### src/rtl/gscl_pkg.sv
package gscl_pkg;

  // Field widths
  localparam int PosW    = 16;
  localparam int ChanW   = 8;
  localparam int WeightW = 15;

  // Divider shape: the quotient is a weight, below 2^QuotW.
  localparam int QuotW = 16;
  localparam int DenW  = PosW + 1;
  localparam int NumW  = DenW + QuotW;

  // Width of a blended channel sum before the divide by WeightOne
  localparam int SumW = ChanW + WeightW;

  localparam logic [WeightW-1:0] WeightOne = 15'd32767;

  // Command codes
  localparam logic [1:0] CmdClear  = 2'd0;
  localparam logic [1:0] CmdAppend = 2'd1;
  localparam logic [1:0] CmdQuery  = 2'd2;

  typedef struct packed {
    logic [1:0]       cmd;
    logic [PosW-1:0]  stop_position;
    logic [ChanW-1:0] stop_red;
    logic [ChanW-1:0] stop_green;
    logic [ChanW-1:0] stop_blue;
    logic [ChanW-1:0] stop_alpha;
    logic [PosW-1:0]  sample_t;
  } gscl_in_t;

  typedef struct packed {
    logic [ChanW-1:0] mixed_red;
    logic [ChanW-1:0] mixed_green;
    logic [ChanW-1:0] mixed_blue;
    logic [ChanW-1:0] mixed_alpha;
    logic             has_stops;
    logic             gradient_valid;
  } gscl_out_t;

  typedef struct packed {
    logic [PosW-1:0]  pos;
    logic [ChanW-1:0] red;
    logic [ChanW-1:0] green;
    logic [ChanW-1:0] blue;
    logic [ChanW-1:0] alpha;
  } gscl_entry_t;

  typedef struct packed {
    logic            start;
    logic [NumW-1:0] num;
    logic [DenW-1:0] den;
  } gscl_div_req_t;

endpackage

### src/rtl/gscl_divider.sv
module gscl_divider (
  input  logic                           clk_i,
  input  logic                           rst_ni,
  input  gscl_pkg::gscl_div_req_t        req_i,
  output logic                           done_o,
  output logic [gscl_pkg::QuotW-1:0]     quot_o
);
  import gscl_pkg::*;

  // Restoring division, one quotient bit per cycle. The caller keeps
  // num below den * 2^QuotW, so the upper numerator bits start as remainder.
  localparam int CntW = $clog2(QuotW);
  localparam logic [CntW-1:0] StepLast = CntW'(QuotW - 1);

  logic            busy_q;
  logic            done_q;
  logic [CntW-1:0] cnt_q;
  logic [DenW-1:0] rem_q, rem_d;
  logic [DenW-1:0] den_q;
  logic [QuotW-1:0] low_q;
  logic [QuotW-1:0] quot_q;
  logic [DenW:0]   trial;
  logic [DenW:0]   diff;
  logic            ge;

  always_comb begin
    trial = {rem_q, low_q[QuotW-1]};
    diff  = trial - {1'b0, den_q};
    ge    = trial >= {1'b0, den_q};
    rem_d = ge ? diff[DenW-1:0] : trial[DenW-1:0];
  end

  always_ff @(posedge clk_i or negedge rst_ni) begin
    if (!rst_ni) begin
      busy_q <= 1'b0;
      done_q <= 1'b0;
      cnt_q  <= '0;
    end else begin
      done_q <= !req_i.start && busy_q && (cnt_q == StepLast);
      if (req_i.start) begin
        busy_q <= 1'b1;
        cnt_q  <= '0;
      end else if (busy_q) begin
        cnt_q <= cnt_q + 1'b1;
        if (cnt_q == StepLast) begin
          busy_q <= 1'b0;
        end
      end
    end
  end

  always_ff @(posedge clk_i) begin
    if (req_i.start) begin
      rem_q <= req_i.num[NumW-1:QuotW];
      low_q <= req_i.num[QuotW-1:0];
      den_q <= req_i.den;
    end else if (busy_q) begin
      rem_q  <= rem_d;
      low_q  <= {low_q[QuotW-2:0], 1'b0};
      quot_q <= {quot_q[QuotW-2:0], ge};
    end
  end

  assign done_o = done_q;
  assign quot_o = quot_q;

endmodule

### src/rtl/gradient_stop_color_lookup.sv
// Channel | Direction | Handshake                | Payload
// in      | input     | in_valid_i / in_stall_o  | gscl_in_t  (cmd, stop, sample)
// out     | output    | out_valid_o / out_stall_i| gscl_out_t (mixed RGBA, flags)
//
// Clear and append give no result and leave the block ready for the next item. A query
// on an empty table goes straight to its result; one at or outside the end stops reads
// that stop, and one in the interior scans the stop memory, one read per cycle, for the
// right stop and then runs a serial division. rst_ni is asynchronous, active low; it
// empties the table, no clearing pass. A stalled result holds in the output
// register; the next item is accepted meanwhile and a query waits in StDone.
module gradient_stop_color_lookup #(
  parameter int MAX_STOPS = 16
) (
  input  logic                clk_i,
  input  logic                rst_ni,
  input  logic                in_valid_i,
  output logic                in_stall_o,
  input  gscl_pkg::gscl_in_t  in_i,
  output logic                out_valid_o,
  input  logic                out_stall_i,
  output gscl_pkg::gscl_out_t out_o
);
  import gscl_pkg::*;

  localparam int IdxW = (MAX_STOPS > 1) ? $clog2(MAX_STOPS) : 1;
  localparam int CntW = $clog2(MAX_STOPS + 1);
  localparam logic [CntW-1:0] CountFull = CntW'(MAX_STOPS);

  typedef enum logic [2:0] {
    StIdle,
    StFetch,
    StScan,
    StDiv,
    StMix,
    StFin,
    StDone
  } state_e;

  state_e state_q;

  // Table bookkeeping
  logic [CntW-1:0] count_q;
  logic [PosW-1:0] first_pos_q;
  logic [PosW-1:0] last_pos_q;

  // Stop memory, one synchronous read port, one write port
  gscl_entry_t     stop_mem_q [MAX_STOPS];
  gscl_entry_t     rdata_q;
  logic [IdxW-1:0] raddr;
  logic            mem_we;
  gscl_entry_t     wentry;

  // Query working registers
  logic [PosW-1:0]    t_q;
  logic [IdxW-1:0]    idx_q;
  gscl_entry_t        left_q;
  gscl_entry_t        right_q;
  logic [WeightW-1:0] w0_q, w1_q;
  logic [SumW-1:0]    sum_q [4];
  logic [ChanW-1:0]   res_q [4];

  // Output register
  logic      out_valid_q;
  gscl_out_t out_q;

  logic            accept;
  logic            is_append;
  logic            full;
  logic            q_first, q_last;
  logic [IdxW-1:0] last_idx;
  logic [CntW-1:0] last_cnt;
  logic [PosW-1:0] app_pos;
  logic            hit;
  logic            out_free;

  gscl_div_req_t     div_req;
  logic              div_done;
  logic [QuotW-1:0]  div_quot;
  logic [WeightW-1:0] w0_d;

  logic [PosW-1:0]  diff_rt, diff_d;
  logic [ChanW-1:0] cl [4];
  logic [ChanW-1:0] cr [4];
  logic [SumW-1:0]  sum_d [4];
  logic [ChanW-1:0] mix_d [4];

  assign accept    = in_valid_i && (state_q == StIdle);
  assign is_append = in_i.cmd == CmdAppend;
  assign full      = count_q == CountFull;
  assign last_cnt  = count_q - 1'b1;
  assign last_idx  = last_cnt[IdxW-1:0];
  assign out_free  = !out_valid_q || !out_stall_i;

  // End-stop decisions; the first stop wins when both apply.
  assign q_first = (count_q == CntW'(1)) || (in_i.sample_t <= first_pos_q);
  assign q_last  = in_i.sample_t >= last_pos_q;

  // Raise a non-monotonic append to the last stored position.
  assign app_pos = ((count_q != '0) && (last_pos_q > in_i.stop_position)) ?
                   last_pos_q : in_i.stop_position;

  always_comb begin
    mem_we       = accept && is_append && !full;
    wentry.pos   = app_pos;
    wentry.red   = in_i.stop_red;
    wentry.green = in_i.stop_green;
    wentry.blue  = in_i.stop_blue;
    wentry.alpha = in_i.stop_alpha;
  end

  // Read address: an end stop or the scan start on accept, then walk forward.
  always_comb begin
    unique case (state_q)
      StIdle:  raddr = (!q_first && q_last) ? last_idx : '0;
      StScan:  raddr = idx_q + 1'b1;
      default: raddr = '0;
    endcase
  end

  always_ff @(posedge clk_i) begin
    if (mem_we) begin
      stop_mem_q[count_q[IdxW-1:0]] <= wentry;
    end
    rdata_q <= stop_mem_q[raddr];
  end

  // Scan hit: first stop at or above the sample. The left stop is in left_q.
  assign hit     = (state_q == StScan) && (rdata_q.pos >= t_q);
  assign diff_rt = rdata_q.pos - t_q;
  assign diff_d  = rdata_q.pos - left_q.pos;

  // num = 2*(r-t)*WeightOne + d, den = 2*d
  always_comb begin
    div_req.start = hit;
    div_req.num   = ({1'b0, diff_rt, {PosW{1'b0}}} - {{PosW{1'b0}}, diff_rt, 1'b0})
                    + {{(NumW-PosW){1'b0}}, diff_d};
    div_req.den   = {diff_d, 1'b0};
  end

  gscl_divider u_div (
    .clk_i  (clk_i),
    .rst_ni (rst_ni),
    .req_i  (div_req),
    .done_o (div_done),
    .quot_o (div_quot)
  );

  // Clamp the weight to full scale.
  assign w0_d = (div_quot > {1'b0, WeightOne}) ? WeightOne : div_quot[WeightW-1:0];

  always_comb begin
    cl[0] = left_q.red;   cr[0] = right_q.red;
    cl[1] = left_q.green; cr[1] = right_q.green;
    cl[2] = left_q.blue;  cr[2] = right_q.blue;
    cl[3] = left_q.alpha; cr[3] = right_q.alpha;
  end

  // Blend and divide by WeightOne = 2^15 - 1: x = a*2^15 + b gives
  // x / WeightOne = a + (a + b >= WeightOne), since a + b < 2 * WeightOne.
  always_comb begin
    for (int k = 0; k < 4; k++) begin
      logic [ChanW-1:0] a;
      logic [WeightW-1:0] b;
      logic [WeightW:0] ab;
      logic [ChanW:0] q;
      sum_d[k] = ({{WeightW{1'b0}}, cl[k]} * {{ChanW{1'b0}}, w0_q})
               + ({{WeightW{1'b0}}, cr[k]} * {{ChanW{1'b0}}, w1_q})
               + {{ChanW{1'b0}}, WeightOne >> 1};
      a  = sum_q[k][SumW-1:WeightW];
      b  = sum_q[k][WeightW-1:0];
      ab = {{(WeightW+1-ChanW){1'b0}}, a} + {1'b0, b};
      q  = {1'b0, a} + {{ChanW{1'b0}}, (ab >= {1'b0, WeightOne})};
      mix_d[k] = q[ChanW] ? {ChanW{1'b1}} : q[ChanW-1:0];
    end
  end

  // Control: state, table bookkeeping, output valid
  always_ff @(posedge clk_i or negedge rst_ni) begin
    if (!rst_ni) begin
      state_q     <= StIdle;
      count_q     <= '0;
      out_valid_q <= 1'b0;
    end else begin
      // Load a finished result, or drop the one just taken.
      if ((state_q == StDone) && out_free) begin
        out_valid_q <= 1'b1;
      end else if (out_valid_q && !out_stall_i) begin
        out_valid_q <= 1'b0;
      end
      unique case (state_q)
        StIdle: begin
          if (accept) begin
            unique case (in_i.cmd)
              CmdClear: count_q <= '0;
              CmdAppend: begin
                if (!full) begin
                  count_q <= count_q + 1'b1;
                end
              end
              CmdQuery: begin
                priority if (count_q == '0) begin
                  state_q <= StDone;
                end else if (q_first || q_last) begin
                  state_q <= StFetch;
                end else begin
                  state_q <= StScan;
                end
              end
              default: ;
            endcase
          end
        end
        StFetch: state_q <= StDone;
        StScan: begin
          if (hit) begin
            state_q <= StDiv;
          end
        end
        StDiv: begin
          if (div_done) begin
            state_q <= StMix;
          end
        end
        StMix: state_q <= StFin;
        StFin: state_q <= StDone;
        StDone: begin
          if (out_free) begin
            state_q <= StIdle;
          end
        end
        default: state_q <= StIdle;
      endcase
    end
  end

  // Datapath registers
  always_ff @(posedge clk_i) begin
    if (mem_we) begin
      last_pos_q <= app_pos;
      if (count_q == '0) begin
        first_pos_q <= app_pos;
      end
    end
    unique case (state_q)
      StIdle: begin
        t_q   <= in_i.sample_t;
        idx_q <= '0;
        for (int k = 0; k < 4; k++) begin
          res_q[k] <= '0;
        end
      end
      StFetch: begin
        res_q[0] <= rdata_q.red;
        res_q[1] <= rdata_q.green;
        res_q[2] <= rdata_q.blue;
        res_q[3] <= rdata_q.alpha;
      end
      StScan: begin
        // Hold the left stop on a hit, advance otherwise.
        if (hit) begin
          right_q <= rdata_q;
        end else begin
          left_q <= rdata_q;
          idx_q  <= idx_q + 1'b1;
        end
      end
      StDiv: begin
        w0_q <= w0_d;
        w1_q <= WeightOne - w0_d;
      end
      StMix: begin
        for (int k = 0; k < 4; k++) begin
          sum_q[k] <= sum_d[k];
        end
      end
      StFin: begin
        for (int k = 0; k < 4; k++) begin
          res_q[k] <= mix_d[k];
        end
      end
      StDone: begin
        if (out_free) begin
          out_q.mixed_red      <= res_q[0];
          out_q.mixed_green    <= res_q[1];
          out_q.mixed_blue     <= res_q[2];
          out_q.mixed_alpha    <= res_q[3];
          out_q.has_stops      <= count_q != '0;
          out_q.gradient_valid <= count_q >= CntW'(2);
        end
      end
      default: ;
    endcase
  end

  assign in_stall_o  = state_q != StIdle;
  assign out_valid_o = out_valid_q;
  assign out_o       = out_q;

endmodule

### config.mk
export PLATFORM = sky130hd
export DESIGN_NAME = gradient_stop_color_lookup
export DESIGN_NICKNAME = d
export VERILOG_FILES = /design/src/rtl/gscl_pkg.sv /design/src/rtl/gscl_divider.sv /design/src/rtl/gradient_stop_color_lookup.sv
export SDC_FILE = /design/constraint.sdc
export NUM_CORES = 2
export LEC_CHECK = 0
export BUFFER_PORTS_ARGS = -buffer_cell sky130_fd_sc_hd__buf_2
export CORE_MARGIN = 1.5
export CORE_UTILIZATION = 50
export CTS_CLUSTER_SIZE = 14
export DETAILED_ROUTE_END_ITERATION = 10
export PLACE_DENSITY = 0.68
export SLEW_MARGIN = 10
export SYNTH_ARGS = -nofsm -noshare
export SYNTH_HDL_FRONTEND = slang
export SYNTH_SLANG_ARGS = --single-unit
### constraint.sdc
create_clock -name clk_i -period 6.8 [get_ports clk_i]
set_clock_uncertainty 0.05 [all_clocks]
set_input_delay 1.36 -clock clk_i [delete_from_list [all_inputs] [get_ports clk_i]]
set_output_delay 1.36 -clock clk_i [all_outputs]
set_load 0.02 [all_outputs]
Word-level counts from Yosys, hierarchy flattened. Memory sizes are Yosys's and may differ from the RTL's. A register that Yosys moved wholly into a read port is not among the register bits. Index checks and enable logic that the tools add are counted.

Register bits after elaboration: 244. Bits in latches: 0. Memory bits (writable): 892. Bits in read-only memories: 0. Logic and storage cells: 188. Memories: 3.

Add/sub/neg operators: 26. $mul: 8. Divide/modulo/power cells: 0. Order comparisons: 11. Equality and inequality tests: 18. Shift-type cells: 0. Muxes and demuxes: 50. Bitwise operators: 9. Reductions and logical operators: 36.

Memories: stop_mem_q (words 16, bits a word 48, read ports 1, clocked after memory_dff 1, write ports 1, RTL line gradient_stop_color_lookup.sv:47) `gscl_entry_t stop_mem_q [MAX_STOPS];`; sum_q (words 4, bits a word 23, read ports 4, clocked after memory_dff 0, write ports 4, RTL line gradient_stop_color_lookup.sv:59) `logic [SumW-1:0] sum_q [4];`; res_q (words 4, bits a word 8, read ports 4, clocked after memory_dff 4, write ports 4, RTL line gradient_stop_color_lookup.sv:60) `logic [ChanW-1:0] res_q [4];`.

Operators with widths (number): $mul 8x15->23 (8); $mux 8 (12); $add 23x14->23 const B (4); $add 23x23->23 (4); $add 8x15->16 (4); $ge 16x15->1 const B (4); $mux 17 (3); $mux 16 (3); $add 8x1->9 (4); $add 33x16->33 (1); $sub 32x17->33 (1); $ge 16x16->1 (2); $sub 16x16->16 (2); $ge 18x17->1 (1); $mux 3 (6); $pmux 3 s6 (1); $sub 17x17->17 (1); $gt 16x15->1 const B (1); $gt 16x16->1 (1); $le 16x16->1 (1); $mux 4 (4); $pmux 4 s2 (2); $mux 1 (15); $mux 15 (1); 33 further kinds (72).

Logic depth before layout (Yosys ltp).
Depth in word-level cells: 8. Gate-level depth with buffers: 24. Depth with buffers taken out: 23.

By module. From an unflattened synthesis, not the netlist that was laid out.

Cell total of the unflattened synthesis: 7224. Area total of the unflattened synthesis: 81906.1 um^2.

Modules (own cells, without submodules): gradient_stop_color_lookup (instances 1, cells an instance 6921, area each 78074.9 um^2); gscl_divider (instances 1, cells an instance 303, area each 3831.2 um^2).

Worst setup path after synthesis. OpenSTA, ideal clock, no wires.

Path type: input port to flip-flop. Start: in in_i[65] (netlist bit). End: mem stop_mem_q[0][0] (netlist bit), enable pin. Arrival: 5.833 ns. Required time: 6.237 ns. Slack: 0.404 ns. Stages on the path: 5. Cells stage by stage: nor3b_1 -> nand3_1 -> inv_1 -> nand2_1 -> nor3_1.

Cells in the longest elaborated chain, start to end: 5.

RTL lines: start: declaration (RTL line gradient_stop_color_lookup.sv:18) `input gscl_pkg::gscl_in_t in_i,`; $eq 2x1->1 (RTL line gradient_stop_color_lookup.sv:88) `assign is_append = in_i.cmd == CmdAppend;`; $logic_and 1x1->1 (2 in series) (RTL line gradient_stop_color_lookup.sv:103) `mem_we = accept && is_append && !full;`; via mem_we (RTL line gradient_stop_color_lookup.sv:50) `logic mem_we;`; $mux 1 (RTL line gradient_stop_color_lookup.sv:121) `if (mem_we) begin`; $mux 1 (not written as such) (RTL line gradient_stop_color_lookup.sv:122) `stop_mem_q[count_q[IdxW-1:0]] <= wentry;`; end: declaration (RTL line gradient_stop_color_lookup.sv:47).

The timed path passes the listed nets, and every way through them passes these cells.

==> flow_summary.yaml <==
clocking:
  h-tree-depth: 4
  hold_buffers: 0
  cts_made_buffers: 135
  cts.clk_slew.worst_paths_ns: 0.06
  clkSinkCount: 1216
  clock_latency_ns: 0.79
  cts_tree: "done"
  cts.path.max_buffers: 3
  clk_root_buffer_cell: "clkbuf_16"
sta:
  maxSlewViolCount: 0
  rsz0062_at_grt: "true"
  fmax_mhz: 151
  setup_viol: 0
  hold_viol: 0
  fin_crit_sh_pct: 97.4
  slew_headroom_pct: 13.7
  max_slew.worst_pin.slew_ns: 1.29
  tns_ns: 0
  fin_crit_ns: 6.62
final_layout:
  final_nets: 8489
  design_area_mm2: 0.0901
  final_common_cell: "edfxtp_1"
  postLayoutCoreUtil_pct: 55.9
  stdcell_count: 9438
  syn_to_final_growth_pct: 10.6
  drive_above_1_share_pct: 9.04
  mostFrequentLayoutCells: "edfxtp_1 (1153), inv_1 (1151), nand2_1 (1069)"
floorplanning:
  coreArea_mm2: 0.161
  die_area_mm2: 0.165
  ios: 106
  row_count: 147
  fp.dieW_um: 407
  fp.dieH_um: 407
  floorplan.initialDensity_pct: 50.6
route:
  post-route-drc-count: 0
  routed_wl_mm: 206
  vias_per_cell: 5.53
  drtIter0Drc: 4124
  wl_per_cell_um: 21.8
  vias: 52170
  ant_nets: 0
  first_pass_iters: 6
yosys:
  ys.flop_type: "edfxtp_1"
  yosys_warnings: 0
  avgSynthCellArea_um2: 11.7
  ys_types: 88
  syn_area_mm2: 0.0815
  ys_ff_latch: 1216
  ys_seq_area_share_pct: 44.1
  synth-edff-count: 1153
  synth_nets: 8295
  netlist_instances: 6971
  synth-async-reset-ratio_pct: 1.23
critical_path:
  critPathRequiredTime_ns: 7.28
  startpoint: "w1_q[4]"
  cp.arrival_ns: 7.10
  reg2reg_from: "w1_q[4]"
  critPathCapture: "sum_q[1][21]"
  cp_max_fo: 5
  critPathLaunchType: "flip-flop"
  crit_type: "flip-flop to flip-flop"
  r2r_end: "sum_q[1][21]"
  endpoint_kind: "flip-flop"
  r2r_cells: 23
  reg2reg_slack_ns: 0.18
worst_hold_path:
  min_path_type: "flip-flop to flip-flop"
global_routing:
  gr-total-overflow: 0
  grt_usage_pct: 25.6
  grt_max_degree: 89
  grt_pass1_wl_mm: 318
  antenna_found_initial: 29
  grt_pass1_vias: 54425
place:
  gp_congestion: 0.942
  dpl_cell_area_mm2: 0.0854
  dp_cells: 9164
  hpwl_mm: 149
  io_buffers: 105
run:
  cap_violations: 0
outcome:
  status: "complete, no violations"
[cells by family (layout without fill, tap and decap cells)]
| kind of cell | after synthesis | count (layout) | share of synthesized area (%) |
|---|---|---|---|
| flops | 1216 | 1216 | 44.1 |
| other cells | 0 | 7 | 0 |
| fa+ha+maj | 1254 | 1254 | 26.7 |
| buf+inv | 1435 | 1735 | 6.95 |
| compound gates | 618 | 618 | 5.55 |
| mux | 230 | 230 | 2.83 |
| xor+xnor | 187 | 187 | 2.01 |
| simple gates | 2031 | 2031 | 11.8 |
[final cells by class]
class	count	area [µm²]
Fill cell	13379	71000
Multi-Input combinational cell	4320	40100
Sequential cell	1216	36000
Inverter	1152	4320
Clock buffer	171	3560
Tap cell	2160	2700
Timing Repair Buffer	340	2520
Clock inverter	72	908
Antenna cell	7	17.5
[cell usage after synthesis (25+ instances only)]
cell | number | area [µm²]
clkbuf_1 | 195 | 732
dfxtp_1 | 48 | 961
a21o_1 | 48 | 360
xor2_1 | 56 | 490
xnor2_1 | 131 | 1150
nand4_1 | 73 | 457
a32oi_1 | 95 | 832
ha_1 | 443 | 5540
buf_4 | 25 | 188
mux2i_1 | 226 | 2260
fa_1 | 811 | 16200
o21a_1 | 26 | 195
and2_1 | 420 | 2630
buf_2 | 41 | 205
nor2b_1 | 29 | 181
nand2b_1 | 31 | 194
a221oi_2 | 36 | 541
a21oi_1 | 143 | 716
o21ai_0 | 105 | 526
nor2_1 | 124 | 465
nand3_1 | 141 | 706
nor3_1 | 45 | 225
nand2_1 | 1069 | 4010
and3_1 | 27 | 169
edfxtp_1 | 1153 | 34600
inv_1 | 1152 | 4320
[through the flow]
step / hold slack (ns) / worst slack [ns]
floorplan: 0.350 / 0.404
global placement: 0.352 / 0.101
detailed placement: 0.355 / 0.0759
CTS: 0.368 / 0.0358
global route: 0.366 / -0.0299
finish: 0.366 / 0.179
[registers in the layout, summed over array words and instances, names as in the netlist, 17 cells and up]
| signal | count |
|---|---|
| stop_mem_q | 768 |
| sum_q | 92 |
| rdata_q | 48 |
| out_o | 34 |
| cl | 32 |
| cr | 32 |
| res_q | 32 |
| u_div.rem_q | 17 |
[per-layer routing]
| layer | track usage [%] | vias to the layer above | part of all wire (%) |
|---|---|---|---|
| met3 | 4.09 | 434 | 7.3 |
| met5 | 0 | - | 0.050 |
| met1 | 33.2 | 26375 | 40 |
| met2 | 42.9 | 1913 | 48 |
| met4 | 10.5 | 16 | 4.1 |
| li1 | - | 23432 | - |
[critical path, cell delays in order (launching register included)]
cell and delay (ns):
edfxtp_1 0.38, buf_4 0.18, and2_1 0.17, fa_1 0.53, inv_1 0.05, fa_1 0.52
inv_1 0.05, fa_1 0.51, fa_1 0.45, fa_1 0.51, inv_1 0.05, fa_1 0.47
inv_1 0.04, ha_1 0.33, o21a_1 0.13, o21ai_1 0.16, a22oi_2 0.13, a41o_1 0.26
o41ai_2 0.35, o21ai_1 0.15, or4_1 0.44, a31o_1 0.24, a21oi_2 0.14, xnor2_1 0.07
[worst min path at each step]
stage | depth (start not counted) | start | slack, ns | endpoint
global route | 0 | res_q[2][1] | 0.37 | out_o[11]
floorplan | 0 | res_q[2][0] | 0.35 | out_o[10]
CTS | 0 | res_q[1][4] | 0.37 | out_o[22]
finish | 0 | res_q[2][1] | 0.37 | out_o[11]
detailed placement | 0 | res_q[1][4] | 0.36 | out_o[22]
global placement | 0 | res_q[3][1] | 0.35 | out_o[3]
[what timing repair did]
item / 4_1_cts / 5_1_grt
endpoints found under the setup margin: 0 / 11
setup buffers: 0 / 25
resized for setup: 0 / 10
Power is left out: the tool's default activity adds up to more than one toggle a clock period on the data nets, which glitch-free logic cannot reach.
